## config.mk

```make
export PLATFORM = sky130hd
export DESIGN_NAME = integer_to_ascii_formatter
export DESIGN_NICKNAME = d
export VERILOG_FILES = /design/src/hw/rtl/iaf_pkg.sv /design/src/hw/rtl/integer_to_ascii_formatter.sv
export SDC_FILE = /design/constraint.sdc
export NUM_CORES = 1
export LEC_CHECK = 0
export BUFFER_PORTS_ARGS = -buffer_cell sky130_fd_sc_hd__buf_2
export CELL_PAD_IN_SITES_DETAIL_PLACEMENT = 2
export CELL_PAD_IN_SITES_GLOBAL_PLACEMENT = 2
export CORE_UTILIZATION = 41
export CTS_BUF_LIST = sky130_fd_sc_hd__clkbuf_16
export DETAILED_ROUTE_END_ITERATION = 8
export PLACE_DENSITY_LB_ADDON = 0.1
export SETUP_SLACK_MARGIN = 0.15
export SYNTH_ARGS = -nofsm -noshare
export SYNTH_HDL_FRONTEND = slang
export SYNTH_SLANG_ARGS = --single-unit
```

## constraint.sdc

```tcl
create_clock -name clk_i -period 7.1 [get_ports clk_i]
set_input_delay 1.42 -clock clk_i [delete_from_list [all_inputs] [get_ports clk_i]]
set_output_delay 1.42 -clock clk_i [all_outputs]
set_load 0.01 [all_outputs]
```

## src/hw/rtl/iaf_pkg.sv

```systemverilog
package iaf_pkg;

  localparam int unsigned ValueWidth = 64;
  localparam int unsigned ModeWidth  = 3;
  localparam int unsigned CharWidth  = 7;
  localparam int unsigned CountWidth = 5;

  // Format modes
  localparam logic [ModeWidth-1:0] MODE_SDEC  = 3'd0;
  localparam logic [ModeWidth-1:0] MODE_UDEC  = 3'd1;
  localparam logic [ModeWidth-1:0] MODE_HEXLO = 3'd2;
  localparam logic [ModeWidth-1:0] MODE_HEXUP = 3'd3;
  localparam logic [ModeWidth-1:0] MODE_PTR   = 3'd4;

  localparam logic [CharWidth-1:0] CHAR_ZERO  = 7'h30;
  localparam logic [CharWidth-1:0] CHAR_MINUS = 7'h2D;
  localparam logic [CharWidth-1:0] CHAR_X     = 7'h78;
  localparam logic [CharWidth-1:0] CHAR_UPPER_A = 7'h41;
  localparam logic [CharWidth-1:0] CHAR_LOWER_A = 7'h61;

  // Digit counts per mode
  localparam logic [4:0] DEC_DIGITS = 5'd10;
  localparam logic [4:0] HEX_DIGITS = 5'd8;
  localparam logic [4:0] PTR_DIGITS = 5'd16;

  localparam int unsigned BcdWidth = 40;

  function automatic logic [CharWidth-1:0] digit_char(input logic [3:0] d,
                                                      input logic upper);
    logic [CharWidth-1:0] base;
    base = upper ? CHAR_UPPER_A : CHAR_LOWER_A;
    if (d < 4'd10) begin
      digit_char = CHAR_ZERO + {3'b000, d};
    end else begin
      digit_char = base + {3'b000, d - 4'd10};
    end
  endfunction

endpackage

```

## src/hw/rtl/integer_to_ascii_formatter.sv

```systemverilog
// Integer to ASCII formatter. Pulse start_i while busy_o is low to hand in a
// value and a mode; the block then drives one character per strobe_o cycle,
// most significant first, with emitted_count_o counting from 1 and last_o on
// the final beat. There is no back-pressure: each beat is on the ports for one
// cycle only, so the receiver must take it then. Decimal modes run the low 32
// bits through a bit-serial shift-and-add-3 converter, then drop leading zeros
// one digit per cycle, leave the skip, and emit the sign and the remaining
// digits. Skipped and printed digits share ten places. Hex modes print the low
// 32 bits as 8 digits and pointer mode all 64 bits as 16 digits after "0x",
// each dropping leading zeros the same way; every beat leaves through an
// output register. A zero value still prints one '0'. Modes 5 to 7 are taken
// and produce no beats and no busy_o. In the other modes busy_o is high from
// the cycle after acceptance until the last beat; it is already low during
// that beat, so the next item can be taken then.
module integer_to_ascii_formatter (
  input  logic                             clk_i,
  input  logic                             rst_ni,
  input  logic                             start_i,
  output logic                             busy_o,
  input  logic [iaf_pkg::ValueWidth-1:0]   value_i,
  input  logic [iaf_pkg::ModeWidth-1:0]    mode_i,
  output logic                             strobe_o,
  output logic [iaf_pkg::CharWidth-1:0]    character_o,
  output logic [iaf_pkg::CountWidth-1:0]   emitted_count_o,
  output logic                             last_o
);
  import iaf_pkg::*;

  localparam logic [2:0] ST_IDLE = 3'd0;
  localparam logic [2:0] ST_CONV = 3'd1;  // bit-serial binary to BCD
  localparam logic [2:0] ST_SKIP = 3'd2;  // drop leading zero digits
  localparam logic [2:0] ST_PFX  = 3'd3;  // sign or "0x"
  localparam logic [2:0] ST_DIG  = 3'd4;  // one digit per beat

  logic [2:0]            state_q, state_d;
  logic [ValueWidth-1:0] dig_q, dig_d;     // digits, most significant at top
  logic [31:0]           bin_q, bin_d;     // binary shifted out MSB first
  logic [4:0]            bitcnt_q, bitcnt_d;
  logic [4:0]            ndig_q, ndig_d;   // digits left in dig_q
  logic [1:0]            pfx_q, pfx_d;     // prefix characters left
  logic                  ptr_q, ptr_d;
  logic                  upper_q, upper_d;
  logic [CountWidth-1:0] cnt_q, cnt_d;

  logic                  strobe_q, strobe_d;
  logic [CharWidth-1:0]  char_q, char_d;
  logic [CountWidth-1:0] ecnt_q, ecnt_d;
  logic                  last_q, last_d;

  logic [31:0]           low;
  logic [31:0]           mag;
  logic [BcdWidth-1:0]   bcd_adj;
  logic [3:0]            top;

  assign low = value_i[31:0];
  assign mag = ((mode_i == MODE_SDEC) && low[31]) ? 32'(~low + 32'd1) : low;
  assign top = dig_q[ValueWidth-1 -: 4];

  // Add 3 to every BCD digit of 5 or more before the next shift
  always_comb begin
    for (int i = 0; i < BcdWidth / 4; i++) begin
      if (dig_q[ValueWidth-BcdWidth+4*i +: 4] >= 4'd5) begin
        bcd_adj[4*i +: 4] = dig_q[ValueWidth-BcdWidth+4*i +: 4] + 4'd3;
      end else begin
        bcd_adj[4*i +: 4] = dig_q[ValueWidth-BcdWidth+4*i +: 4];
      end
    end
  end

  always_comb begin
    state_d  = state_q;
    dig_d    = dig_q;
    bin_d    = bin_q;
    bitcnt_d = bitcnt_q;
    ndig_d   = ndig_q;
    pfx_d    = pfx_q;
    ptr_d    = ptr_q;
    upper_d  = upper_q;
    cnt_d    = cnt_q;
    strobe_d = 1'b0;
    char_d   = char_q;
    ecnt_d   = ecnt_q;
    last_d   = 1'b0;

    unique case (state_q)
      ST_IDLE: begin
        if (start_i) begin
          cnt_d    = '0;
          bitcnt_d = 5'd31;
          bin_d    = mag;
          ptr_d    = 1'b0;
          upper_d  = 1'b0;
          pfx_d    = 2'd0;
          priority if (mode_i == MODE_SDEC || mode_i == MODE_UDEC) begin
            dig_d   = '0;
            ndig_d  = DEC_DIGITS;
            pfx_d   = ((mode_i == MODE_SDEC) && low[31]) ? 2'd1 : 2'd0;
            state_d = ST_CONV;
          end else if (mode_i == MODE_HEXLO || mode_i == MODE_HEXUP) begin
            dig_d   = {low, 32'd0};
            ndig_d  = HEX_DIGITS;
            upper_d = (mode_i == MODE_HEXUP);
            state_d = ST_SKIP;
          end else if (mode_i == MODE_PTR) begin
            dig_d   = value_i;
            ndig_d  = PTR_DIGITS;
            ptr_d   = 1'b1;
            pfx_d   = 2'd2;
            state_d = ST_SKIP;
          end else begin
            state_d = ST_IDLE;
          end
        end
      end
      ST_CONV: begin
        dig_d = {bcd_adj[BcdWidth-2:0], bin_q[31], dig_q[ValueWidth-BcdWidth-1:0]};
        bin_d = {bin_q[30:0], 1'b0};
        bitcnt_d = bitcnt_q - 5'd1;
        if (bitcnt_q == 5'd0) begin
          state_d = ST_SKIP;
        end
      end
      ST_SKIP: begin
        if (top == 4'd0 && ndig_q > 5'd1) begin
          dig_d  = {dig_q[ValueWidth-5:0], 4'd0};
          ndig_d = ndig_q - 5'd1;
        end else begin
          state_d = (pfx_q != 2'd0) ? ST_PFX : ST_DIG;
        end
      end
      ST_PFX: begin
        strobe_d = 1'b1;
        cnt_d    = cnt_q + 5'd1;
        ecnt_d   = cnt_q + 5'd1;
        if (ptr_q) begin
          char_d = (pfx_q == 2'd2) ? CHAR_ZERO : CHAR_X;
        end else begin
          char_d = CHAR_MINUS;
        end
        pfx_d = pfx_q - 2'd1;
        if (pfx_q == 2'd1) begin
          state_d = ST_DIG;
        end
      end
      ST_DIG: begin
        strobe_d = 1'b1;
        cnt_d    = cnt_q + 5'd1;
        ecnt_d   = cnt_q + 5'd1;
        char_d   = digit_char(top, upper_q);
        dig_d    = {dig_q[ValueWidth-5:0], 4'd0};
        ndig_d   = ndig_q - 5'd1;
        if (ndig_q == 5'd1) begin
          last_d  = 1'b1;
          state_d = ST_IDLE;
        end
      end
      default: begin
        state_d = ST_IDLE;
      end
    endcase
  end

  always_ff @(posedge clk_i or negedge rst_ni) begin
    if (!rst_ni) begin
      state_q  <= ST_IDLE;
      strobe_q <= 1'b0;
      last_q   <= 1'b0;
      cnt_q    <= '0;
      ecnt_q   <= '0;
    end else begin
      state_q  <= state_d;
      strobe_q <= strobe_d;
      last_q   <= last_d;
      cnt_q    <= cnt_d;
      ecnt_q   <= ecnt_d;
    end
  end

  always_ff @(posedge clk_i) begin
    dig_q    <= dig_d;
    bin_q    <= bin_d;
    bitcnt_q <= bitcnt_d;
    ndig_q   <= ndig_d;
    pfx_q    <= pfx_d;
    ptr_q    <= ptr_d;
    upper_q  <= upper_d;
    char_q   <= char_d;
  end

  assign busy_o          = (state_q != ST_IDLE);
  assign strobe_o        = strobe_q;
  assign character_o     = char_q;
  assign emitted_count_o = ecnt_q;
  assign last_o          = last_q;

  // A run's beats come on consecutive cycles, counting up by one
  a_run_contiguous: assert property (@(posedge clk_i) disable iff (!rst_ni)
    strobe_o && !last_o |=> strobe_o && emitted_count_o == $past(emitted_count_o) + 5'd1)
    else $error("gap or miscount inside a character run");

  // The beat after the last one is never a beat
  a_run_ends: assert property (@(posedge clk_i) disable iff (!rst_ni)
    strobe_o && last_o |=> !strobe_o)
    else $error("beat right after last");

  a_count_range: assert property (@(posedge clk_i) disable iff (!rst_ni)
    strobe_o |-> emitted_count_o != 5'd0 && emitted_count_o <= 5'd18)
    else $error("emitted count out of range");

  // A valid mode makes the block busy
  a_start_busy: assert property (@(posedge clk_i) disable iff (!rst_ni)
    start_i && !busy_o && mode_i <= MODE_PTR |=> busy_o)
    else $error("valid item not taken up");

  // Beats only come while a run is in progress or on its last cycle
  a_strobe_in_run: assert property (@(posedge clk_i) disable iff (!rst_ni)
    strobe_o && !last_o |-> busy_o)
    else $error("beat outside a run");

endmodule

```

==> impl_metrics.ini <==
[worst_setup_path]
crit_chain = buf_2 -> inv_1 -> nand3_1 -> a41oi_1 -> xnor2_1 -> o21ai_0
critPathMaxStageDelay_ns = 0.78
worst-path-max-fanout = 21
cp-start-kind = input pin
critPathTopFamily = simple AND/OR/NAND/NOR gates
crit_required_ns = 7.26
critPathKind = in2reg
path_buf_inv = 2
worstSetupEndpointType = flip-flop
critical_path_arrival_ns = 3.59
slowest_stage = nand3_1

[clock_network]
insertion_delay_ns = 0.43
clk_pin_slew_worst_paths_ns = 0.06
cts_root_buf = clkbuf_16
cts.hold.buffers_added = 0
cts_setup_buffers = 0
clockBufferDepth = 2
cts_tree = done
htree_levels = 4
clock-sinks = 132
ctsResizeCount = 0
cts_made_buffers = 17

[synthesis]
ys_types = 64
synth_fp_nets = 887
synth_area_leaders = edfxtp_1 (44%), ha_1 (4.9%), dfrtp_1 (4.7%), xnor2_1 (4.3%), a21oi_1 (4.3%)
synth_area_per_cell_um2 = 10.1
post-synth-top-area-cell = edfxtp_1
ys_ff_latch = 132
netlist_area_um2 = 7950
synth_top_flop_cell = edfxtp_1
synthCells = 786
synth-edff-count = 117
yosysTopAreaCellShare_pct = 44.2
yosys_warnings = 0
ys_seq_area_share_pct = 48.9
synth_async_sr_flop_share_pct = 11.4

[timing]
hold_violations = 0
period_needed_ns = 3.44
worstMarginPinSlew_ns = 1.29
fin_skew_ns = 0.00994
slew_headroom_pct = 14.0
rsz0062_at_grt = no
slew_viol_final = 0
fmax_mhz = 291
tns_ns = 0
setup_slack_ns = 3.66
hold_ws_ns = 0.474
setup_viol = 0
min_period_over_period_pct = 48.4

[hold_path]
min_path_type = reg2reg

[run_status]
status = finished clean

[route]
dr.pass1.iters = 4
wl_per_cell_um = 23.5
viasPerCell = 5.90
final_antenna_net_count = 0
route.detailed.drc = 0
via_count = 6646
initialDrtViolationCount = 411
drt_wl_total_um = 26400

[global_route]
grt_use_met2_pct = 51.0
antenna_found_initial = 0
grt-busiest-layer = met2
use_met1_pct = 31.9
grt_pass1_wl_um = 41800
met3_usage_pct = 3.95
grt_pass1_vias = 7411
grt_usage_pct = 27.9
gr-total-overflow = 0
grt_max_degree = 53

[final_layout]
fin_util_pct = 48.4
fillers = 2002
n_antenna_cell = 0
area_delta_synth_final_pct = 14.6
finalNetCount = 954
drive_gt1_share_pct = 16.4

[die]
top_level_ports = 85
start_util_pct = 42.2
die_w_um = 141
die_h_um = 141
core_um2 = 18800
dieArea_um2 = 20000
num_rows = 50

[pwr]
p_per_area_nw_per_um2 = 476
leakagePower_nw = 3.46
peakVddDrop_uv = 220
power_w = 0.00433

[place]
dpl.hpwl_um = 18300
portBuffers = 84
dp_slack_ns = 3.27
gp_congestion = 0.822

[run]
maxCapViolCount = 0
## power breakdown
group	switching [W]	leakage, nW	total [W]	internal (W)
Sequential	0.000300	1.31	0.00170	0.00140
Clock	0.000369	0.283	0.000839	0.000470
Combinational	0.00114	1.87	0.00179	0.000646
## flip-flops by register name, indices dropped and copies added (netlist names)
signal           count
last_o               1
bin_q               32
emitted_count_o      5
ndig_q               5
pfx_q                2
cnt_q                5
character_o          7
ptr_q                1
state_q              3
dig_q               64
bitcnt_q             5
strobe_o             1
upper_q              1
## Yosys cell counts, drive strengths merged, types with 6 or more instances
| library cell | number |
|---|---|
| o221ai | 12 |
| dfrtp | 15 |
| nor4 | 7 |
| ha | 31 |
| mux2i | 10 |
| nor2 | 53 |
| edfxtp | 117 |
| a21oi | 68 |
| o31ai | 6 |
| inv | 40 |
| o21ai | 66 |
| a22o | 21 |
| nand2 | 90 |
| nor3b | 10 |
| nand2b | 10 |
| xor2 | 21 |
| nor3 | 20 |
| clkbuf | 26 |
| xnor2 | 39 |
| buf | 17 |
| a31oi | 12 |
| a221o | 12 |
| nand3 | 8 |
| a22oi | 19 |
## final cells by class
| cell class | count | area [µm²] | share of cell area [%] |
|---|---|---|---|
| flip-flops and latches | 132 | 3890 | 42.7 |
| multi-input cells | 570 | 3720 | 40.8 |
| well taps | 260 | 325 | 3.57 |
| clock buffers | 18 | 450 | 4.94 |
| repair buffers | 91 | 473 | 5.19 |
| clock inverters | 14 | 101 | 1.11 |
| inverters | 41 | 155 | 1.70 |
## routing by layer
metal  part of all wire [%]  up-vias
met5                      0        -
met1                     40     3382
li1                       -     3040
met3                    3.1       58
met2                     54      166
met4                    3.3        0
## logic make-up after synthesis
logic type | share of synthesized area, %
AO/OA/AOI/OAI | 19.8
flip-flops | 48.9
adder cells (fa/ha/maj) | 4.88
buffers and inverters | 4.83
AND/OR/NAND/NOR | 13.6
XOR/XNOR | 6.61
multiplexers | 1.40
## worst register-to-register path, cell delays in order, from the launching register on
cell and delay (ns):
dfrtp_1 0.66, nor2_1 0.54, mux2_2 0.56, o21bai_2 0.48, a21oi_1 0.20, a221o_1 0.32
## final timing paths
kind | startpoint | to | slack, ns | depth (start not counted)
worst max-delay path | mode_i[2] | bin_q[20] | 3.66 | 6
worst min-delay path | emitted_count_o[1] | emitted_count_o[1] | 0.47 | 2
worst max register to register | state_q[0] | dig_q[57] | 4.09 | 5
worst min register to register | emitted_count_o[1] | emitted_count_o[1] | 0.47 | 2
max in group asynchronous | rst_ni | state_q[1] | 5.94 | 1
min in group asynchronous | rst_ni | emitted_count_o[3] | 0.89 | 1
## per-stage QoR
| stage | cell area [µm²] | std cells |
|---|---|---|
| final | 9110 | 1126 |
| after global placement | 8560 | 1094 |
| after floorplan | 7950 | 786 |
| after detailed placement | 8560 | 1094 |
| after global routing | 9110 | 1126 |
| after CTS | 9110 | 1126 |
## cells in the final DEF, fill, tap and decap left out, drive strengths merged, types with 21 or more instances in the layout
cell    synthesis  layout
edfxtp        117     117
ha             31      31
nand2          90      90
xor2           21      21
inv            40      48
a21oi          68      68
nor2           53      53
xnor2          39      39
o21ai          66      66
a22o           21      21
buf            17      91
Note: power is estimated with default switching activity, not from simulation.
